===== src/rtl/sbda_pkg.sv =====
// ----------------------------------------------------------------------------
// sbda_pkg: shared types and constants for signed binary to decimal ASCII
// State encoding, character codes and converter widths.
// ----------------------------------------------------------------------------
`default_nettype none

package sbda_pkg;

  localparam int unsigned VALUE_W = 32;  // input word width
  localparam int unsigned CHAR_W  = 7;   // ASCII code width
  localparam int unsigned NDIGITS = 10;  // decimal digits of a 32-bit magnitude
  localparam int unsigned BCD_W   = 4 * NDIGITS;
  localparam int unsigned BITCNT_W = 5;  // counts VALUE_W shift steps
  localparam int unsigned DIGCNT_W = 4;  // holds 1..NDIGITS

  localparam logic [CHAR_W-1:0] CHAR_ZERO  = 7'd48;  // '0'
  localparam logic [CHAR_W-1:0] CHAR_MINUS = 7'd45;  // '-'
  localparam logic [CHAR_W-1:0] CHAR_NINE  = 7'd57;  // '9'

  typedef enum logic [2:0] {
    ST_IDLE,   // waiting for an input transaction
    ST_CONV,   // shift-add-3 conversion, one magnitude bit per cycle
    ST_STRIP,  // drop leading zero digits, one per cycle
    ST_SIGN,   // emit the minus sign
    ST_EMIT    // emit digits, most significant first
  } state_t;

endpackage : sbda_pkg

`default_nettype wire


===== src/rtl/signed_binary_to_decimal_ascii.sv =====
// ----------------------------------------------------------------------------
// signed_binary_to_decimal_ascii: signed 32-bit integer to decimal text
// Bit-serial double-dabble converter feeding a one-character output register.
// ----------------------------------------------------------------------------
`default_nettype none

// Each input transaction carries one signed 32-bit value; the block returns
// its decimal text as a run of output transactions, one ASCII character each,
// most significant first, with out_last high on the final character. Negative
// values start with '-', zero gives a single '0', and leading zeros never
// appear; the most negative value gives "-2147483648" (11 characters).
// Per item: the value is loaded, then shift-add-3 conversion runs over all 32
// magnitude bits (one magnitude bit per cycle), the strip step drops leading
// zeros (up to 9), and the characters (up to 11) are emitted, each one waiting
// for the sink to be ready. Dropped zeros plus emitted digits always make ten.
// One value is converted at a time: in_ready is high only while the converter
// is idle. The output register lets the final character wait for the sink
// while the next value is already accepted.
module signed_binary_to_decimal_ascii (
  input  wire                             clk,
  input  wire                             rst_n,
  // input channel
  input  wire                             in_valid,
  output logic                            in_ready,
  input  wire signed [sbda_pkg::VALUE_W-1:0] in_value,
  // result channel
  output logic                            out_valid,
  input  wire                             out_ready,
  output logic [sbda_pkg::CHAR_W-1:0]     out_character,
  output logic                            out_last
);

  import sbda_pkg::*;

  // Control state
  state_t               state_r, state_nxt;
  logic [BITCNT_W-1:0]  bitcnt_r, bitcnt_nxt;   // conversion steps left minus one
  logic [DIGCNT_W-1:0]  ndig_r, ndig_nxt;       // digits still to emit
  logic                 out_valid_r, out_valid_nxt;

  // Payload
  logic [VALUE_W-1:0]   mag_r, mag_nxt;         // magnitude, shifted out MSB first
  logic [BCD_W-1:0]     bcd_r, bcd_nxt;         // BCD digits, most significant on top
  logic                 neg_r, neg_nxt;
  logic [CHAR_W-1:0]    char_r, char_nxt;
  logic                 last_r, last_nxt;

  logic                 in_fire;
  logic                 slot_free;              // output register can take a char
  logic [BCD_W-1:0]     bcd_adj;                // digits after the add-3 correction
  logic [3:0]           top_digit;

  assign in_ready      = (state_r == ST_IDLE);
  assign in_fire       = in_valid && in_ready;
  assign slot_free     = !out_valid_r || out_ready;
  assign top_digit     = bcd_r[BCD_W-1 -: 4];

  assign out_valid     = out_valid_r;
  assign out_character = char_r;
  assign out_last      = last_r;

  // Add-3 step: every digit of 5 or more gets 3 added before the shift, so the
  // shifted digit carries correctly into the next decade. Digits are independent.
  always_comb begin
    for (int d = 0; d < NDIGITS; d++) begin
      if (bcd_r[4*d +: 4] >= 4'd5) begin
        bcd_adj[4*d +: 4] = bcd_r[4*d +: 4] + 4'd3;
      end else begin
        bcd_adj[4*d +: 4] = bcd_r[4*d +: 4];
      end
    end
  end

  always_ff @(posedge clk) begin
    if (!rst_n) begin
      state_r     <= ST_IDLE;
      bitcnt_r    <= '0;
      ndig_r      <= '0;
      out_valid_r <= 1'b0;
    end else begin
      state_r     <= state_nxt;
      bitcnt_r    <= bitcnt_nxt;
      ndig_r      <= ndig_nxt;
      out_valid_r <= out_valid_nxt;
    end
  end

  always_ff @(posedge clk) begin
    mag_r  <= mag_nxt;
    bcd_r  <= bcd_nxt;
    neg_r  <= neg_nxt;
    char_r <= char_nxt;
    last_r <= last_nxt;
  end

  always_comb begin
    state_nxt     = state_r;
    bitcnt_nxt    = bitcnt_r;
    ndig_nxt      = ndig_r;
    mag_nxt       = mag_r;
    bcd_nxt       = bcd_r;
    neg_nxt       = neg_r;
    char_nxt      = char_r;
    last_nxt      = last_r;
    // a taken character frees the output register
    out_valid_nxt = out_valid_r && !out_ready;

    unique case (state_r)
      ST_IDLE: begin
        if (in_fire) begin
          neg_nxt    = in_value[VALUE_W-1];
          // unsigned negation covers the most negative value too
          mag_nxt    = in_value[VALUE_W-1] ? (VALUE_W'(0) - VALUE_W'(in_value))
                                           : VALUE_W'(in_value);
          bcd_nxt    = '0;
          bitcnt_nxt = BITCNT_W'(VALUE_W - 1);
          ndig_nxt   = DIGCNT_W'(NDIGITS);
          state_nxt  = ST_CONV;
        end
      end

      ST_CONV: begin
        {bcd_nxt, mag_nxt} = {bcd_adj, mag_r} << 1;
        bitcnt_nxt = bitcnt_r - 1'b1;
        if (bitcnt_r == '0) begin
          state_nxt = ST_STRIP;
        end
      end

      ST_STRIP: begin
        if (top_digit == 4'd0 && ndig_r > DIGCNT_W'(1)) begin
          bcd_nxt  = bcd_r << 4;
          ndig_nxt = ndig_r - 1'b1;
        end else if (neg_r) begin
          state_nxt = ST_SIGN;
        end else begin
          state_nxt = ST_EMIT;
        end
      end

      ST_SIGN: begin
        if (slot_free) begin
          char_nxt      = CHAR_MINUS;
          last_nxt      = 1'b0;  // a digit always follows
          out_valid_nxt = 1'b1;
          state_nxt     = ST_EMIT;
        end
      end

      ST_EMIT: begin
        if (slot_free) begin
          char_nxt      = CHAR_ZERO + {3'b000, top_digit};
          last_nxt      = (ndig_r == DIGCNT_W'(1));
          out_valid_nxt = 1'b1;
          bcd_nxt       = bcd_r << 4;
          ndig_nxt      = ndig_r - 1'b1;
          if (ndig_r == DIGCNT_W'(1)) begin
            state_nxt = ST_IDLE;
          end
        end
      end

      default: begin
        state_nxt = ST_IDLE;
      end
    endcase
  end

  // ---------------------------------------------------------------------------
  // Assertions
  // ---------------------------------------------------------------------------
  logic bcd_ok;
  always_comb begin
    bcd_ok = 1'b1;
    for (int d = 0; d < NDIGITS; d++) begin
      if (bcd_r[4*d +: 4] > 4'd9) begin
        bcd_ok = 1'b0;
      end
    end
  end

  // every register digit is a decimal digit in the strip step, after conversion
  a_bcd_digits: assert property (@(posedge clk) disable iff (!rst_n)
    (state_r == ST_STRIP) |-> bcd_ok)
    else $error("BCD digit out of range after conversion");

  // digits left to emit stay within one and the maximum
  a_ndig_range: assert property (@(posedge clk) disable iff (!rst_n)
    (state_r == ST_SIGN || state_r == ST_EMIT) |->
      (ndig_r != '0 && ndig_r <= DIGCNT_W'(NDIGITS)))
    else $error("digit count out of range");

  // stripping leaves a nonzero leading digit unless only one digit is left
  a_no_lead_zero: assert property (@(posedge clk) disable iff (!rst_n)
    ((state_r == ST_SIGN || state_r == ST_EMIT) && $past(state_r) == ST_STRIP) |->
      (top_digit != 4'd0 || ndig_r == DIGCNT_W'(1)))
    else $error("leading zero left after strip");

  // only minus or a decimal digit ever leaves the block
  a_char_code: assert property (@(posedge clk) disable iff (!rst_n)
    out_valid_r |->
      (char_r == CHAR_MINUS || (char_r >= CHAR_ZERO && char_r <= CHAR_NINE)))
    else $error("invalid character code");

  // the minus sign is never the last character of a run
  a_minus_not_last: assert property (@(posedge clk) disable iff (!rst_n)
    (out_valid_r && char_r == CHAR_MINUS) |-> !last_r)
    else $error("minus sign marked as last");

endmodule : signed_binary_to_decimal_ascii

`default_nettype wire

===== config.mk =====
export PLATFORM = sky130hd
export DESIGN_NAME = signed_binary_to_decimal_ascii
export DESIGN_NICKNAME = d
export VERILOG_FILES = /design/src/rtl/sbda_pkg.sv /design/src/rtl/signed_binary_to_decimal_ascii.sv
export SDC_FILE = /design/constraint.sdc
export NUM_CORES = 1
export LEC_CHECK = 0
export ABC_AREA = 1
export BUFFER_PORTS_ARGS = -buffer_cell sky130_fd_sc_hd__buf_2
export CORE_MARGIN = 5
export CORE_UTILIZATION = 49
export DETAILED_ROUTE_END_ITERATION = 10
export GPL_ROUTABILITY_DRIVEN = 0
export GPL_TIMING_DRIVEN = 0
export PLACE_DENSITY_LB_ADDON = 0.3
export SYNTH_ARGS = -nofsm -noshare
export SYNTH_HDL_FRONTEND = slang
export SYNTH_SLANG_ARGS = --single-unit

===== constraint.sdc =====
create_clock -name clk -period 5.5 [get_ports clk]
set_input_delay 0.825 -clock clk [delete_from_list [all_inputs] [get_ports clk]]
set_output_delay 0.825 -clock clk [all_outputs]
set_load 0.02 [all_outputs]

# == Word-level counts from Yosys, hierarchy flattened ==
# Index checks and enable logic that the tools add are counted.
# W data, S select, Z words.
# word_totals
reg_bits,94
in_bits,36
out_inout_bits,10
elab_cells,105
# op_classes
n_addsub,14
magnitude_cmp,11
n_eq_ne,12
muxes,39
reduce_logical,20
# ops
cell,n
$pmux W40 S4,1
$mux W40,3
$mux W32,2
$pmux W32 S2,1
$mux W4,12
$ge A4 B3 Y1 const B,10
$add A4 B2 Y4 const B,9
$sub A1 B32 Y32 const A,1
$mux W3,8
$pmux W3 S5,1
$mux W7,2
$pmux W7 S2,1
$ne A2 B2 Y1 const B,6
$pmux W4 S3,1
$pmux W5 S2,1
$reduce_and A4 Y1,2
$add A6 B4 Y7 const A,1
$eq A3 B2 Y1 const B,2
$reduce_and A6 Y1,1
$logic_not A5 Y1,1
$mux W5,1
$sub A5 B1 Y5 const B,1
$eq A4 B1 Y1 const B,1
$gt A4 B1 Y1 const B,1
18 further kinds,26

# == Logic depth before layout (Yosys ltp) ==
# Gate-level depths: netlist of the first run.
# logic_depth
depth_word,4
mapped_depth,11
ltp_nobuf,11

# == Worst setup path after synthesis of the first run ==
# Ideal clock, no wire load.
# synth_timing
path_kind,input to register
from,in out_ready
to,reg bcd_r[0] (enable)
setup_time_ns,0.498
arrival_ns,4.126
required_time_ns,5.002
setup_slack_ns,0.876
cell_stages,5
path_buffers,0
cell_sequence,or2_2 > o21ai_1 > inv_2 > nand2_1 > a211oi_1
# synth_between
elab_chain_cells,3
# synth_lines
item,line_no,rtl
from (decl),signed_binary_to_decimal_ascii.sv:28,"input wire out_ready,"
$logic_or A1 B1 Y1,signed_binary_to_decimal_ascii.sv:55,assign slot_free = !out_valid_r || out_ready;
$ne A2 B2 Y1 (no line),--,
$reduce_and A4 Y1 (no line),--,
to (signal assigned),signed_binary_to_decimal_ascii.sv:90,bcd_r <= bcd_nxt;
to (decl),signed_binary_to_decimal_ascii.sv:43,"logic [BCD_W-1:0] bcd_r, bcd_nxt;"
# No other way between the ends.
# A chain may end at the register's enable or synchronous reset.

# == Worst setup path after layout of the first run ==
# layout_timing
from,reg ndig_r[0]
to,reg bcd_r[11] (enable)
# layout_between
elab_chain_cells,4
# layout_lines
item,line_no,rtl
from (decl),signed_binary_to_decimal_ascii.sv:38,"logic [DIGCNT_W-1:0] ndig_r, ndig_nxt;"
from (signal assigned),signed_binary_to_decimal_ascii.sv:83,ndig_r <= ndig_nxt;
$gt A4 B1 Y1,signed_binary_to_decimal_ascii.sv:131,if (top_digit == 4'd0 && ndig_r > DIGCNT_W'(1)) begin
$logic_and A1 B1 Y1,signed_binary_to_decimal_ascii.sv:131,
$ne A2 B2 Y1 (no line),--,
$reduce_and A4 Y1 (no line),--,
# No other way between the ends.

==> results.yml, run 1 <==
synthesis:
  yosysWarnings: 0
  synth_cell_types: 42
  mappedNetlistArea_sq_um: 5932
  seq_area_frac_synth_pct: 44.38
  ys_seq_elements: 92
  postSynthCellCount: 742
  synthesis.nets: 802
  syn_area_per_cell_sq_um: 7.995
sta:
  relSlewSlack_pct: 52.06
  hold_violations: 0
  fin_setup_tns_ns: 0
  rsz0062_at_grt: "no"
  hold_ws_ns: 0.4963
  fmax_mhz: 451.9
  setup_viol: 0
  fin_skew_ns: 0.01330
  slew_viol_final: 0
  post-route-period-util_pct: 40.24
  fin_crit_ns: 2.213
  worst_slew_pin_slew_ns: 0.7181
worst_setup_path:
  path_max_fanout: 19
  worstSetupPathType: "flip-flop to flip-flop"
  arrival_ns: 2.26
  startpoint: "ndig_r[0]"
  reg2reg_slack_ns: 3.29
  reg2reg_depth: 8
  cp.required_ns: 5.54
  worst_setup_path_start_kind: "flip-flop"
  r2r_end: "bcd_r[11]"
  endpoint: "bcd_r[11]"
  crit_path_end_kind: "flip-flop"
  r2r_start: "ndig_r[0]"
pwr:
  power.leakage_nw: 2.929
  ir_drop_v: 0.0002742
  powerDensity_nw_per_um2: 594.9
  finalPower_mw: 3.978
layout:
  final_util_pct: 55.90
  synthToLayoutAreaGrowth_pct: 12.72
  drive_gt1_share_pct: 14.59
  num_antenna_cells: 0
  final_cell_mix: "nand2_1 (183), nor2_1 (97), inv_1 (89)"
  layout.nets: 857
  final_common_cell: "nand2_1"
global_route:
  track_usage_pct: 19.98
  grt_max_degree: 35
  grt_pass1_vias: 5153
  antenna_found_initial: 0
  grt_overflow: 0
  grt_pass1_wl_mm: 23.25
placement:
  dpl.hpwl_mm: 10.16
  io_buffers: 42
hold_path:
  hold_path_class: "flip-flop to flip-flop"
cts:
  cts_buffers: 9
  root_buffer: "clkbuf_16"
  cts_buffer_depth: 2
  postCtsSetupRepairBufs: 0
  clock_latency_ns: 0.35
  ctsResizeCount: 0
  cts.reportedPaths.clkPinSlew_ns: 0.06
  cts_max_level: 3
  cts_hold_buf: 0
  cts_tree: "yes"
  clock_sinks: 92
drt:
  drc: 0
  highest_layer: "met4"
  routedWlPerCell_um: 15.00
  dr_wl_met2_mm: 6.800
  via_count: 5223
  avgViaCountPerCell: 5.504
  finalWirelength_mm: 14.23
  drt-initial-drc-count: 377
  met1Wirelength_mm: 6.335
  final_antenna_net_count: 0
  dr_wl_met3_um: 729
  drtPass1Iterations: 5
floorplanning:
  die_h_um: 120.0
  die_width_um: 120.0
  pin_count: 46
  fp.coreArea_sq_um: 11960
  dieArea_sq_um: 14410
  fp-row-count: 40
  initial_utilization_pct: 49.59
outcome:
  status: "completed"
flow_run:
  maxCapViolations: 0
## per-stage QoR
stage | instances | setup WS [ns] | area (sq um)
floorplan | 742 | 0.8759 | 5932
global placement | 931 | -0.4847 | 6326
detailed placement | 933 | 3.068 | 6369
CTS | 949 | 3.283 | 6686
global route | 949 | 3.104 | 6686
finish | 949 | 3.287 | 6686
## cells by family after synthesis
logic type | share of synthesized area [%]
DFF | 44.38
adders and majority gates | 5.062
xor gates and xnor gates | 3.691
other | 0.1266
and+or+nand+nor | 24.87
buffers and inverters | 8.922
AOI/OAI and AO/OA | 12.95
## worst min path at each step
stage,cells past startpoint,slack (ns),startpoint,endpoint
after floorplan,2,0.46,bitcnt_r[4],bitcnt_r[4]
after detailed placement,2,0.49,bitcnt_r[4],bitcnt_r[4]
after global routing,2,0.55,bitcnt_r[4],bitcnt_r[4]
after CTS,2,0.50,bitcnt_r[4],bitcnt_r[4]
after global placement,2,0.47,bitcnt_r[4],bitcnt_r[4]
final,2,0.50,bitcnt_r[4],bitcnt_r[4]
## worst max-delay path, cell delays in order, from the launching register on
cell      delay (ns)
dfxtp_1         0.35
inv_1           0.08
ha_1            0.23
o21ai_0         0.17
nand3_1         0.12
nand2_1         0.15
nand2_1         0.11
a211oi_4        0.43
buf_8           0.25
## final cells by class
type,count,area [sq um]
Tap cell,147,183.9
Inverter,99,376.6
Fill cell,1047,5275
Sequential cell,92,2633
Buffer,23,152.6
Clock inverter,1,6.256
Multi-Input combinational cell,528,2783
Clock buffer,15,311.5
Timing Repair Buffer,44,240.2
## cells in the mapped netlist, drive strengths merged
library cell | n | share of area (%)
nand2 | 184 | 12
nor2 | 108 | 7.5
inv | 98 | 6.2
o21ai | 83 | 7.1
edfxtp | 79 | 40
nand3 | 44 | 3.8
ha | 24 | 5.1
xor2 | 22 | 3.2
buf | 19 | 2.3
a21oi | 13 | 1.2
dfxtp | 13 | 4.4
o22ai | 9 | 1.8
o32ai | 9 | 1.3
nand4 | 7 | 0.74
a31oi | 4 | 0.42
clkbuf | 4 | 0.25
or2 | 4 | 0.42
xnor2 | 3 | 0.44
conb | 2 | 0.13
nand3b | 2 | 0.25
nor3 | 2 | 0.25
o31ai | 2 | 0.25
a211oi | 1 | 0.13
a221oi | 1 | 0.25
clkinv | 1 | 0.15
nor3b | 1 | 0.13
o211ai | 1 | 0.36
o21bai | 1 | 0.13
or4 | 1 | 0.13
## flip-flops by register name, indices dropped and copies added, names as in the netlist
signal         count
neg_r              1
ndig_r             4
bitcnt_r           5
mag_r             32
bcd_r             40
out_character      5
state_r            3
out_valid          1
out_last           1
## report_power, final
group	leakage (nW)	switching (mW)	internal [mW]	total [mW]
Clock	0.156	0.268	0.391	0.659
Combinational	1.87	1.26	0.605	1.87
Sequential	0.907	0.175	1.28	1.45
Total	2.93	1.71	2.27	3.98
## routing by layer
metal,GRT usage (%),vias to the layer above
met3,3.157,33
met5,0,-
met2,33.02,188
met1,25.76,2453
li1,-,2549
met4,9.162,0
No activity file was read; power rests on OpenSTA's default activity.
==> inputs of run 2 (changes only) <==
- clock period: 5.5 -> 1.9 ns (I/O delays scaled with it)
==> run 2 against run 1 <==
Against the previous run: routed wire length fell by 0.56%; first-iteration DRC count fell by 14%; critical path depth did not move; largest power group unchanged; non-clock buffer count rose by 2; power rose to 2.9 times the previous value.
==> results.yml, run 2 (synthesis results as in run 1) <==
cts:
  cts_buffer_depth: 2
  clock_latency_ns: 0.36
  cts_buffers: 9
  clock_sinks: 92
  cts_hold_buf: 0
  cts_max_level: 3
  root_buffer: "clkbuf_16"
  cts_tree: "yes"
  cts.reportedPaths.clkPinSlew_ns: 0.07
layout:
  synthToLayoutAreaGrowth_pct: 13.35
  final_cell_mix: "nand2_1 (180), nor2_1 (97), inv_1 (85)"
  final_common_cell: "nand2_1"
  largest_reg_flops: 40
  final_area_sq_um: 6724
  reg.largest.list: "bcd_r x40, mag_r x32"
  regMostFlops: "bcd_r"
  num_antenna_cells: 0
  drive_gt1_share_pct: 17.04
  layout.nets: 859
worst_setup_path:
  crit_path_end_kind: "flip-flop"
  cp_common_cell: "nand2_2"
  path_max_fanout: 11
  worst_setup_path_start_kind: "flip-flop"
  arrival_ns: 1.87
  cp_slowest_stage_delay_ns: 0.43
  cp.required_ns: 1.96
  cpMaxStageDelayCell: "edfxtp_1"
  path_cells: "inv_2, ha_2, nand3_2, nand2_2, nand2_2, a211oi_4, buf_12, buf_6"
  worstSetupPathType: "flip-flop to flip-flop"
outcome:
  status: "completed"
sta:
  rsz0062_at_grt: "no"
  setup_viol: 0
  fmax_mhz: 552.0
  worst_slack_ns: 0.08835
  hold_violations: 0
  post-route-period-util_pct: 95.35
  fin_skew_ns: 0.01075
  worst_slew_pin_slew_ns: 0.5259
  fin_crit_ns: 1.812
  slew_viol_final: 0
  relSlewSlack_pct: 64.71
drt:
  drc: 0
  avgViaCountPerCell: 5.429
  drtPass1Iterations: 8
  drt-initial-drc-count: 323
  routedWlPerCell_um: 14.88
  final_antenna_net_count: 0
  via_count: 5163
  finalWirelength_mm: 14.15
floorplanning:
  fp.coreArea_sq_um: 11960
  pin_count: 46
  die_width_um: 120.0
  dieArea_sq_um: 14410
  initial_utilization_pct: 49.59
  fp-row-count: 40
  die_h_um: 120.0
pwr:
  power.leakage_nw: 2.937
  powerDensity_nw_per_um2: 1722
  ir_drop_v: 0.0007322
global_route:
  grt_pass1_vias: 4957
  track_usage_pct: 19.61
  grt_max_degree: 35
  grt_overflow: 0
  grt_pass1_wl_mm: 22.92
  antenna_found_initial: 0
placement:
  io_buffers: 42
  dpl.hpwl_mm: 10.31
  pre_cts_slack_ns: -0.4091
  placed_area_sq_um: 6409
flow_run:
  maxCapViolations: 0
hold_path:
  hold_path_class: "primary input to flip-flop"
==> run 2: cell types whose count changed in the layout (fill, tap and decap cells not counted), sizes merged <==
cell / before / now
buf: 63 / 65
clkinv: 1 / 6
clkbuf: 19 / 14
==> run 2: final timing paths <==
| path | startpoint | to | slack (ns) | cells after the start |
|---|---|---|---|---|
| max | bcd_r[36] | bcd_r[7] | 0.09 | 8 |
| min | in_value[31] | neg_r | 0.15 | 1 |
| max reg2reg | bcd_r[36] | bcd_r[7] | 0.09 | 8 |
| min reg2reg | bitcnt_r[4] | bitcnt_r[4] | 0.50 | 2 |
==> run 2: metal layers <==
layer	up-vias	GRT usage (%)	routed length (um)
met1	2380	26.11	6340
met5	-	0	0
met3	23	2.639	907
li1	2554	-	-
met2	206	32.28	6594
met4	0	7.946	310
==> run 2: what timing repair did <==
| item | CTS | global route |
|---|---|---|
| endpoints found under the setup margin | 73 | 50 |
| buffers inserted | 2 | 0 |
| cloned | 0 | 0 |
| gates resized for setup | 1 | 7 |
| pin swaps | 1 | 1 |
==> run 2: area by class of cell <==
| class | instances | area (sq um) |
|---|---|---|
| Fill cell | 1074 | 5238 |
| Timing Repair Buffer | 46 | 289.0 |
| Sequential cell | 92 | 2636 |
| Inverter | 99 | 379.1 |
| Multi-Input combinational cell | 528 | 2821 |
| Buffer | 23 | 153.9 |
| Tap cell | 147 | 183.9 |
| Clock buffer | 10 | 229.0 |
| Clock inverter | 6 | 31.28 |
==> run 2: critical path: cells and delay by family (launching register included) <==
family,cells,cell delay [ns]
flops,1,0.43
buf+inv,3,0.42
simple gates,3,0.28
fa+ha+maj,1,0.19
compound gates,1,0.19
==> run 2: through the flow <==
step	hold slack, ns	cells	util, %	setup TNS, ns	power (mW)
2_1_floorplan	0.3839	742	-	-22.15	8.087
3_3_place_gp	0.4729	931	53.25	-42.00	9.235
3_5_place_dp	0.4870	933	53.58	-15.15	9.678
4_1_cts	0.1405	951	56.11	0	11.53
5_1_grt	0.1477	951	56.21	0	12.43
6_report	0.1491	951	56.21	0	11.58
==> run 2: where the power goes <==
part / internal (mW) / switching (mW)
Sequential: 3.70 / 0.534
Combinational: 1.98 / 3.71
Clock: 0.877 / 0.784
Total: 6.55 / 5.03
==> inputs of run 3 (changes only) <==
- HOLD_SLACK_MARGIN: not set -> 0.15
==> run 3 against run 2 <==
Against the previous run: global-route usage barely moved; critical path depth unchanged; sequential cell count unchanged; first-iteration DRC count increased by 24%; power is essentially flat; largest power group unchanged; sequential power hardly changed; maximum frequency rose by 0.11%; hold slack better by 0.096 ns; design area grew 0.15%; clock power about the same; cell count grew 0.11%; sequential share of layout area is 0.058 points lower.
==> results.yml, run 3 (synthesis results as in run 1) <==
worst_setup_path:
  reg2reg_slack_ns: 0.09
  reg2reg_depth: 8
  worstSetupPathType: "flip-flop to flip-flop"
  path_max_fanout: 11
  worst_setup_path_start_kind: "flip-flop"
  cp.required_ns: 1.96
  r2r_start: "bcd_r[36]"
  arrival_ns: 1.87
  r2r_end: "bcd_r[7]"
  crit_path_end_kind: "flip-flop"
  cp_common_cell: "nand2_2"
  path_cells: "inv_2, ha_2, nand3_2, nand2_2, nand2_2, a211oi_4, buf_12, buf_6"
  cpMaxStageDelayCell: "edfxtp_1"
  cp_slowest_stage_delay_ns: 0.43
layout:
  final_cell_mix: "nand2_1 (180), nor2_1 (97), inv_1 (85)"
  reg.largest.list: "bcd_r x40, mag_r x32"
  synthToLayoutAreaGrowth_pct: 13.52
  regMostFlops: "bcd_r"
  drive_gt1_share_pct: 17.02
  num_antenna_cells: 0
  final_util_pct: 56.30
  layout.nets: 860
  final_common_cell: "nand2_1"
  largest_reg_flops: 40
global_route:
  groute.layer.met3.usage_pct: 2.639
  use_met2_pct: 32.28
  grt_overflow: 0
  track_usage_pct: 19.60
  antenna_found_initial: 0
  grt_max_degree: 35
  met1_usage_pct: 26.08
  busiest_layer: "met2"
  grt_pass1_wl_mm: 22.92
  grt_pass1_vias: 4960
pwr:
  power.leakage_nw: 2.941
  p_comb_share_pct: 49.2
  p_int_mw: 6.556
  switching_share_pct: 43.42
  finalPower_mw: 11.59
  clkPwrFrac_pct: 14.3
  seqPwrFrac_pct: 36.5
  powerDensity_nw_per_um2: 1721
  p_switching_mw: 5.030
  ir_drop_v: 0.0007324
hold_path:
  min_path_cells: 3
  hp-start: "in_value[0]"
  hold_end: "mag_r[0]"
  hold_path_class: "primary input to flip-flop"
cts:
  clock_sinks: 92
  cts.reportedPaths.clkPinSlew_ns: 0.07
  root_buffer: "clkbuf_16"
  cts_tree: "yes"
  cts_buffer_depth: 2
  cts_buffers: 9
  cts_max_level: 3
  clock_latency_ns: 0.36
floorplanning:
  die_h_um: 120.0
  fp.coreArea_sq_um: 11960
  pin_count: 46
  die_width_um: 120.0
  initial_utilization_pct: 49.59
  fp-row-count: 40
  dieArea_sq_um: 14410
sta:
  rsz0062_at_grt: "no"
  setup_viol: 0
  relSlewSlack_pct: 64.94
  worst_slack_ns: 0.09038
  worst_slew_pin_slew_ns: 0.5224
  fin_crit_ns: 1.810
  slew_viol_final: 0
  hold_violations: 0
  fmax_mhz: 552.6
  post-route-period-util_pct: 95.24
  fin_skew_ns: 0.01054
drt:
  drtPass1Iterations: 6
  drc: 0
  via_count: 5163
  finalWirelength_mm: 14.17
  avgViaCountPerCell: 5.423
  routedWlPerCell_um: 14.88
  final_antenna_net_count: 0
  drt-initial-drc-count: 402
placement:
  io_buffers: 42
  pre_cts_slack_ns: -0.4091
  dpl.hpwl_mm: 10.31
outcome:
  status: "completed"
flow_run:
  maxCapViolations: 0
-- run 3: cell types whose count changed in the layout (fill, tap and decap cells not counted), sizes merged --
cell,change
dlygate4sd3,+1
-- run 3: power by group through the flow --
stage	clock, mW	combinational (mW)	sequential [mW]
floorplan	0	3.93	4.15
global placement	0	5.01	4.23
detailed placement	0	5.42	4.26
CTS	1.69	5.63	4.22
global route	1.76	6.36	4.32
finish	1.65	5.70	4.23
-- run 3: layout make-up --
type / instances / area, sq um
clock inverters: 6 / 31.28
inverters: 99 / 379.1
multi-input cells: 528 / 2821
plain buffers: 23 / 153.9
flip-flops and latches: 92 / 2636
fillers: 1074 / 5228
clock buffers: 10 / 229.0
well taps: 147 / 183.9
repair buffers: 47 / 299.0
-- run 3: worst max path at each step --
stage,slack [ns],to,cells past startpoint,from
finish,0.09,bcd_r[7],8,bcd_r[36]
floorplan,-0.55,bcd_r[0],7,ndig_r[1]
global placement,-1.05,bcd_r[16],7,ndig_r[1]
global route,0.006,bcd_r[13],8,bcd_r[36]
detailed placement,-0.41,bcd_r[15],7,bcd_r[36]
CTS,0.06,bcd_r[15],8,bcd_r[36]
-- run 3: layer usage --
metal	routed length [um]	share of wire (%)	vias up
li1	-	-	2555
met1	6407	45	2397
met2	6626	47	190
met3	833	5.9	21
met4	300	2.1	0
met5	0	0	-
-- run 3: what timing repair did --
item,in CTS,in global routing
setup endpoints to repair,73,50
buffers inserted,2,0
hold buffers,1,0
endpoints found under the hold margin,1,0
resized for setup,1,7
pin swaps,1,1
-- run 3: through the flow --
stage	cell area, sq um	hold slack, ns	TNS [ns]	cells
floorplan	5976	0.3839	-22.15	742
global route	6734	0.2468	0	952
finish	6734	0.2454	0	952
CTS	6721	0.2364	0	952
global placement	6370	0.4729	-42.00	931
detailed placement	6409	0.4870	-15.15	933
-- run 3: critical path: cells and delay by family, from the launching register on --
kind	cells	cell delay, ns
flip-flops	1	0.43
buffers and inverters	3	0.42
AO/OA/AOI/OAI	1	0.19
adder cells (fa/ha/maj)	1	0.19
AND/OR/NAND/NOR	3	0.28
